`config.mk`:
```
export PLATFORM = sky130hd
export DESIGN_NAME = kwch_addr
export DESIGN_NICKNAME = d
export VERILOG_FILES = /design/src/kwch_pkg.sv /design/src/kwch_addr.sv
export SDC_FILE = /design/constraint.sdc
export NUM_CORES = 1
export LEC_CHECK = 0
export BUFFER_PORTS_ARGS = -buffer_cell sky130_fd_sc_hd__buf_4
export CAP_MARGIN = 20
export CORE_MARGIN = 2
export CORE_UTILIZATION = 50
export CTS_CLUSTER_DIAMETER = 60
export CTS_CLUSTER_SIZE = 24
export DETAILED_ROUTE_END_ITERATION = 10
export PLACE_DENSITY = 0.7
export SETUP_SLACK_MARGIN = 0.3
export SLEW_MARGIN = 20
export SYNTH_ARGS = -nofsm -noshare
export SYNTH_HDL_FRONTEND = slang
export SYNTH_SLANG_ARGS = --single-unit
```
`constraint.sdc`:
```
create_clock -name clock -period 4.95 [get_ports clock]
set_clock_uncertainty 0.2 [all_clocks]
set_input_delay 0.495 -clock clock [delete_from_list [all_inputs] [get_ports clock]]
set_output_delay 0.495 -clock clock [all_outputs]
set_load 0.02 [all_outputs]
```
`src/kwch_pkg.sv`:
```
// Shared constants and operation codes for the weighted color histogram.
package kwch_pkg;

   localparam int DEF_MAX_BINS  = 16;
   localparam int DEF_ACC_WIDTH = 32;

   localparam int OP_W       = 2;
   localparam int CHAN_W     = 4;
   localparam int WEIGHT_W   = 16;
   localparam int READ_BIN_W = 12;
   localparam int OUT_W      = 32;
   localparam int CFG_W      = 5;
   localparam int IDX_W      = 15;  // holds n^3 - 1 for any 5-bit n
   localparam int T_W        = 9;   // c1 * n + c2
   localparam int NSQ_W      = 10;  // n * n

   localparam logic [CFG_W-1:0] CFG_RESET = CFG_W'(16);

   localparam logic [OP_W-1:0] OP_CLEAR      = 2'd0;
   localparam logic [OP_W-1:0] OP_ACCUMULATE = 2'd1;
   localparam logic [OP_W-1:0] OP_READ       = 2'd2;

endpackage

```
`src/kwch_addr.sv`:
```
// Bin address unit: combined index by Horner steps, read index range check.
module kwch_addr import kwch_pkg::*; #(
   parameter int MAX_BINS_PER_CHANNEL = DEF_MAX_BINS
) (
   input  logic                  clock,
   input  logic                  load,
   input  logic [CFG_W-1:0]      n_eff,
   input  logic [CHAN_W-1:0]     chan1_bin,
   input  logic [CHAN_W-1:0]     chan2_bin,
   input  logic [CHAN_W-1:0]     chan3_bin,
   input  logic [READ_BIN_W-1:0] read_bin,
   output logic [$clog2(MAX_BINS_PER_CHANNEL * MAX_BINS_PER_CHANNEL
                        * MAX_BINS_PER_CHANNEL)-1:0] acc_addr,
   output logic [$clog2(MAX_BINS_PER_CHANNEL * MAX_BINS_PER_CHANNEL
                        * MAX_BINS_PER_CHANNEL)-1:0] read_addr,
   output logic                  read_ok
);

   localparam int DEPTH = MAX_BINS_PER_CHANNEL * MAX_BINS_PER_CHANNEL
                          * MAX_BINS_PER_CHANNEL;
   localparam int AW    = $clog2(DEPTH);

   logic [T_W-1:0]        t_ff,   t_in;
   logic [NSQ_W-1:0]      nsq_ff, nsq_in;
   logic [CHAN_W-1:0]     c3_ff;
   logic [READ_BIN_W-1:0] rb_ff;
   logic [IDX_W-1:0]      idx;
   logic [IDX_W-1:0]      cube;

   // first step: c1 * n + c2 and n * n
   assign t_in   = T_W'(IDX_W'(chan1_bin) * IDX_W'(n_eff) + IDX_W'(chan2_bin));
   assign nsq_in = NSQ_W'(IDX_W'(n_eff) * IDX_W'(n_eff));

   always_ff @(posedge clock) begin
      if (load) begin
         t_ff   <= t_in;
         nsq_ff <= nsq_in;
         c3_ff  <= chan3_bin;
         rb_ff  <= read_bin;
      end
   end

   // second step: (c1 * n + c2) * n + c3, and n^3 for the read bound
   assign idx  = IDX_W'(t_ff) * IDX_W'(n_eff) + IDX_W'(c3_ff);
   assign cube = IDX_W'(nsq_ff) * IDX_W'(n_eff);

   assign acc_addr  = idx[AW-1:0];
   assign read_addr = AW'(rb_ff);
   assign read_ok   = IDX_W'(rb_ff) < cube;

endmodule

```
### Word level (Yosys, flattened, before mapping)

Cells that the tools add are included.

| operators by class | value |
|---|---|
| add/sub/neg operators | 2 |
| $mul | 4 |
| divide/modulo/power cells | 0 |
| order comparisons | 1 |
| equal/unequal tests | 0 |
| shifts and indexed selects | 0 |
| muxes and demuxes | 0 |
| bitwise gates (word level) | 0 |
| reduce and logical (&&, ||, !) cells | 0 |

Operators by type and width:

| cell | number |
|---|---|
| $lt A12 B15 Y1 | 1 |
| $mul A10 B5 Y15 | 1 |
| $add A12 B4 Y12 | 1 |
| $mul A9 B5 Y12 | 1 |
| $mul A5 B5 Y10 | 1 |
| $add A9 B4 Y9 | 1 |
| $mul A4 B5 Y9 | 1 |

| storage, ports and cells | value |
|---|---|
| flip-flop bits (word level) | 35 |
| bits in latches | 0 |
| bits in writable memories | 0 |
| memory bits (read-only) | 0 |
| bits of input ports | 31 |
| output and inout bits | 25 |
| memories kept | 0 |

### Depth between registers and ports, before layout

Gate-level depths: netlist (run 1).

| logic depth | value |
|---|---|
| depth in word-level cells | 2 |
| depth in mapped cells | 20 |
| depth with buffers taken out | 18 |

### Worst setup path before layout (run 1)

No wires, ideal clock.

| path | value |
|---|---|
| kind | in2out |
| from | input n_eff[3] |
| to | output read_ok |
| arrival | 4,712 ps |
| required time | 4,255 ps |
| setup slack | -457 ps |
| stages on the path | 20 |
| path buffers | 2 |
| path through | clkbuf_1 -> clkbuf_1 -> and2_1 -> fa_1 -> fa_1 -> inv_1 -> fa_1 -> inv_1 -> ha_1 -> o21ai_2 -> o21bai_1 -> a21oi_1 -> xor2_1 -> ha_1 -> o21ai_0 -> a21oi_1 -> o21a_1 -> o21ai_0 -> a31oi_1 -> o2111ai_1 |

| between the ends | value |
|---|---|
| word-level cells in the longest chain between the ends | 2 |

RTL lines:

| what | line | text |
|---|---|---|
| from (decl) | kwch_addr.sv:7 | `input logic [CFG_W-1:0] n_eff,` |
| $mul A10 B5 Y15 | kwch_addr.sv:45 | `assign cube = IDX_W'(nsq_ff) * IDX_W'(n_eff);` |
| $lt A12 B15 Y1 | kwch_addr.sv:49 | `assign read_ok = IDX_W'(rb_ff) < cube;` |
| to (decl) | kwch_addr.sv:16 | `output logic read_ok` |

No other way between the ends.

### Worst setup path in the final report (run 1)

| path | value |
|---|---|
| from | register nsq_ff[3] |
| to | output read_ok |

| between the ends | value |
|---|---|
| word-level cells in the longest chain between the ends | 2 |

RTL lines:

| what | line | text |
|---|---|---|
| from (decl) | kwch_addr.sv:24 | `logic [NSQ_W-1:0] nsq_ff, nsq_in;` |
| from (signal assigned) | kwch_addr.sv:37 | `nsq_ff <= nsq_in;` |
| $mul A10 B5 Y15 | kwch_addr.sv:45 |  |
| $lt A12 B15 Y1 | kwch_addr.sv:49 |  |

No other way between the ends.

==> qor.yml, run 1 <==
detailed_routing:
  wl_per_cell_um: 13.4
  vias: 3771
  vias_per_cell: 5.08
  antenna_left: 0
  drtIter0Drc: 96
  wirelength_mm: 9.99
  drc: 0
  drtPass1Iterations: 4
global_route:
  grt.busiest_layer: "met2"
  use_met1: 0.249
  met2_usage: 0.333
  grt_pass1_vias: 3941
  grt_max_degree: 35
  gr-usage-all-layers: 0.188
  grt-ovfl-total: 0
  grt_first_pass_wirelength_mm: 17.4
  antenna_found_initial: 0
  met3_usage: 0.0223
power_and_ir_drop:
  p_leak_nw: 3.13
  ir_drop_uv: 610
  total_power_mw: 3.76
  pwr_density_cell_mw_per_mm2: 594
flow_run:
  drv_cap: 0
floorplan:
  die_x_um: 106
  dieArea_mm2: 0.0112
  initial_utilization: 0.509
  core_mm2: 0.0102
  rows: 37
  die_height_um: 106
  ios: 56
setup_path:
  crit_chain: "buf_4 > and2_1 > fa_1 > fa_1 > inv_1 > fa_1 > inv_2 > ha_4 > o21ai_4 > o21bai_1 > a21oi_1 > xor2_1 > ha_1 > o21ai_1 > a21oi_1 > o21a_1 > o21ai_1 > a31oi_1 > o2111ai_2 > buf_6"
  slowest_stage: "fa_1"
  cp.required_ns: 4.26
  slowest_delay_ns: 0.49
  end_kind: "output port"
  cp_max_fo: 4
  start_kind: "flip-flop"
  critical_path_class: "flip-flop to output port"
  critPathBufInv: 4
  crit_family: "adder cells"
  worst_path_most_repeated_cell: "fa_1"
  arrival_ns: 4.47
yosys:
  yosys.cell_types.count: 39
  synth-async-reset-ratio: 0
  yosysWarnings: 0
  yosys.area.top_type: "fa_1"
  synthTopCellsByArea: "fa_1, ha_1, edfxtp_1, and2_1, inv_1"
  synth-edff-count: 34
  synthCells: 524
  ys_ff_latch: 34
  yosysTopAreaCellShare: 0.228
  ys_seq_area_frac: 0.197
  synth.avg_cell_area_um2: 9.89
  syn-cell-area_mm2: 0.00518
  synth-main-ff-cell: "edfxtp_1"
run_status:
  violations: "setup timing"
  outcome: "finished, violations left"
clock_tree:
  htree_levels: 2
  clock-sinks: 34
  path_clk_slew_ns: 0.08
  cts_buffer_depth: 2
  cts_tree: "built"
  ctsHoldBuffers: 0
  cts_buffers: 5
  clock_tree.root_cell: "clkbuf_8"
timing:
  tns_ns: -0.218
  final.min_clock_period_ns: 5.17
  hold_viol_final: 0
  fin_ws_ns: -0.218
  report.final.setup_viol: 1
  grt_setup_unrepaired: "true"
  layout_worst_path_cycle_share: 1.04
  hold_ws_ns: 0.179
  slew_viol_final: 0
  max_freq_mhz: 193
finish:
  n_antenna_cell: 0
  syn2layout_area_growth_pct: 22.2
  stdcell_count: 743
  nets: 778
  drive_above_1_share: 0.229
hold_path:
  hold_path.class: "input pin to flip-flop"
placement:
  io_buffers: 55
  dp.cells: 721
  place_congestion: 0.813
  dpl.hpwl_mm: 8.10
[area by class of cell]
| type | instances | area, µm² |
|---|---|---|
| multi-input combinational | 405 | 4080 |
| fill | 872 | 3860 |
| sequential | 34 | 1020 |
| timing repair buffer | 87 | 698 |
| inverter | 73 | 274 |
| tap | 136 | 170 |
| clock buffer | 6 | 72.6 |
| clock inverter | 2 | 13.8 |
[routing by layer]
metal	up-vias	routed length [µm]
li1	1866	-
met1	1844	4620
met2	52	4990
met3	9	292
met4	0	85
met5	-	0
[cells in the mapped netlist, drive strengths merged, types with 2 or more instances]
master,n
o21ai,13
nor2,19
xnor2,17
nor2b,6
a21o,13
a31o,2
and3,3
o21a,5
and2,69
fa,59
clkbuf,15
a21oi,18
o21bai,5
ha,82
nand2,54
edfxtp,34
xor2,17
inv,73
o41a,2
nor3,5
a211oi,4
[power by group]
| group | internal [mW] | switching (mW) | total (mW) |
|---|---|---|---|
| logic | 1.56 | 1.58 | 3.13 |
| registers | 0.373 | 0.0426 | 0.416 |
| clock network | 0.0994 | 0.111 | 0.211 |
[timing repair]
action | in CTS | in global routing
endpoints found under the hold margin | 0 | 0
endpoints found under the setup margin | 4 | 3
resized for setup | 18 | 20
buffers inserted | 10 | 4
pin swaps | 26 | 16
[registers in the layout, indices dropped and copies added (netlist names)]
signal     count
read_addr     12
t_ff           9
nsq_ff         9
c3_ff          4
[path summary, 6_finish.rpt]
kind / from / end / slack (ns) / depth (start not counted)
max: nsq_ff[3] / read_ok / -0.22 / 20
min: read_bin[3] / read_addr[3] / 0.18 / 1
[cell usage in the layout (no fill, tap or decap), types with 8 or more instances in the layout]
cell      count
xor2_1       16
a21oi_1      17
ha_1         70
and2_1       67
inv_1        70
nor2_1       16
ha_4         11
edfxtp_1     34
buf_6         8
fa_1         57
xnor2_1      15
a21o_1       12
buf_4        77
nand2_1      51
[metrics by stage]
step	instance area (µm²)	utilization	setup WS, ns
2_1_floorplan	5320	-	0.0732
3_3_place_gp	5940	0.583	-0.0816
3_5_place_dp	5940	0.583	-0.163
4_1_cts	6200	0.608	-0.239
5_1_grt	6330	0.621	-0.516
6_report	6330	0.621	-0.218
[cells by family (layout without fill, tap and decap cells)]
kind of cell / count (synthesis) / count (layout) / synth area share
compound gates: 68 / 68 / 0.0959
xor+xnor: 34 / 34 / 0.0575
fa+ha+maj: 141 / 141 / 0.426
buf+inv: 88 / 168 / 0.0638
flops: 34 / 34 / 0.197
other cells: 1 / 4 / 0.000724
simple gates: 158 / 158 / 0.159
Power figures use the tool's default switching activity.
==> inputs of run 2 (changes only) <==
Settings changed: SKIP_CTS_REPAIR_TIMING set to 1.
==> run 2 against run 1 <==
Net effect: the flow still finishes with violations (setup timing); count of clock-buffer cells in the layout did not move; core utilization shrank 0.90 points; total power fell by 4.9%; flip-flop and latch count unchanged; worst setup slack got worse by 0.0097 ns; critical path depth shrank 1; combinational power decreased by 6%; critical path type unchanged.
==> qor.yml, run 2 (synthesized netlist as in run 1, its figures left out) <==
run_status:
  outcome: "finished, violations left"  # unchanged
  violations: "setup timing"  # unchanged
detailed_routing:
  antenna_left: 0  # unchanged
  vias_per_cell: 5.04  # was 5.08
  wirelength_mm: 9.81  # was 9.99 mm
  vias: 3712  # was 3771
  drtPass1Iterations: 4  # unchanged
  drc: 0  # unchanged
  drtIter0Drc: 81  # was 96
  wl_per_cell_um: 13.3  # was 13.4 µm
placement:
  dp.cells: 721  # unchanged
  io_buffers: 55  # unchanged
  place_worst_setup_slack_ns: -0.163  # unchanged
  placed_area_mm2: 0.00594  # unchanged
  dpl.hpwl_mm: 8.10  # unchanged
  place_congestion: 0.813  # unchanged
global_route:
  antenna_found_initial: 0  # unchanged
  grt_pass1_vias: 3872  # was 3941
  grt_first_pass_wirelength_mm: 17.1  # was 17.4 mm
  grt_max_degree: 35  # unchanged
  gr-usage-all-layers: 0.184  # was 0.188
  grt-ovfl-total: 0  # unchanged
timing:
  max_freq_mhz: 193  # about the same
  hold_viol_final: 0  # unchanged
  tns_ns: -0.228  # was -0.218 ns
  fin_ws_ns: -0.228  # was -0.218 ns
  grt_setup_unrepaired: "true"  # unchanged
  slew_viol_final: 0  # unchanged
  hold_ws_ns: 0.181  # was 0.179 ns
  final.min_clock_period_ns: 5.18  # was 5.17 ns
  layout_worst_path_cycle_share: 1.05  # was 1.04
  report.final.setup_viol: 1  # unchanged
clock_tree:
  htree_levels: 2  # unchanged
  cts_tree: "built"  # unchanged
  clock-sinks: 34  # unchanged
  cts_buffers: 5  # unchanged
  cts_buffer_depth: 2  # unchanged
  clock_tree.root_cell: "clkbuf_8"  # unchanged
  path_clk_slew_ns: 0.07  # was 0.08 ns
finish:
  n_antenna_cell: 0  # unchanged
  nFillCells: 885  # was 872
  final_cell_mix: "ha_1, buf_4, inv_1"  # was buf_4, inv_1, ha_1
  final_common_cell: "ha_1"  # was buf_4
  largest_reg_flops: 12  # unchanged
  drive_above_1_share: 0.215  # was 0.229
  nets: 771  # was 778
  stdcell_count: 736  # was 743
  final_area_mm2: 0.00624  # was 0.00633 mm²
  post-route-util: 0.612  # was 0.621
  syn2layout_area_growth_pct: 20.4  # was 22.2%
setup_path:
  critPathBufInv: 3  # was 4
  end_kind: "output port"  # unchanged
  slowest_stage: "fa_1"  # unchanged
  crit_family: "adder cells"  # unchanged
  start_kind: "flip-flop"  # unchanged
  worst_path_most_repeated_cell: "fa_1"  # unchanged
  cp.required_ns: 4.26  # about the same
  cp_max_fo: 4  # unchanged
  slowest_delay_ns: 0.54  # was 0.49 ns
  crit_chain: "and2_1 > fa_1 > fa_1 > inv_2 > fa_1 > inv_2 > ha_4 > a211oi_4 > o21bai_1 > a21oi_1 > xor2_1 > ha_1 > o21ai_1 > a21oi_1 > o21a_1 > o21ai_1 > a31oi_1 > o2111ai_2 > buf_6"  # was buf_4 > and2_1 > fa_1 > fa_1 > inv_1 > fa_1 > inv_2 > ha_4 > o21ai_4 > o21bai_1 > a21oi_1 > xor2_1 > ha_1 > o21ai_1 > a21oi_1 > o21a_1 > o21ai_1 > a31oi_1 > o2111ai_2 > buf_6
  arrival_ns: 4.48  # was 4.47 ns
  critical_path_class: "flip-flop to output port"  # unchanged
floorplan:
  rows: 37  # unchanged
  dieArea_mm2: 0.0112  # unchanged
  die_x_um: 106  # unchanged
  core_mm2: 0.0102  # unchanged
  initial_utilization: 0.509  # unchanged
  ios: 56  # unchanged
  die_height_um: 106  # unchanged
flow_run:
  drv_cap: 0  # unchanged
power_and_ir_drop:
  p_leak_nw: 3.10  # was 3.13 nW
  total_power_mw: 3.58  # was 3.76 mW
  ir_drop_uv: 615  # was 610 µV
  pwr_density_cell_mw_per_mm2: 573  # was 594 mW/mm²
hold_path:
  hold_path.class: "input pin to flip-flop"  # unchanged
==> run 2: cell count changes in the layout (fill, tap and decap cells not counted), sizes merged <==
| cell | previous run | this run |
|---|---|---|
| buf | 87 | 80 |
==> run 2: final timing paths <==
path	startpoint	end	slack (ns)	cells past startpoint
setup / recovery	nsq_ff[3]	read_ok	-0.23	19
hold / removal	read_bin[3]	read_addr[3]	0.18	1
==> run 2: cell type report <==
| class | instances | area [µm²] | area share |
|---|---|---|---|
| Tap cell | 136 | 170 | 0.0273 |
| Inverter | 73 | 274 | 0.0439 |
| Multi-Input combinational cell | 405 | 4040 | 0.648 |
| Clock inverter | 2 | 13.8 | 0.00221 |
| Timing Repair Buffer | 80 | 642 | 0.103 |
| Clock buffer | 6 | 72.6 | 0.0116 |
| Sequential cell | 34 | 1020 | 0.164 |
==> run 2: metal layers <==
layer | global-route usage | up-vias | share of wire
met5 | 0 | - | 0
met4 | 0.0329 | 0 | 0.0098
met3 | 0.0204 | 9 | 0.022
met2 | 0.327 | 40 | 0.50
met1 | 0.245 | 1814 | 0.47
li1 | - | 1849 | -
==> run 2: power by group <==
part / internal, mW / switching, mW / total (mW)
registers: 0.373 / 0.0437 / 0.417
clock network: 0.0994 / 0.111 / 0.210
logic: 1.43 / 1.52 / 2.95
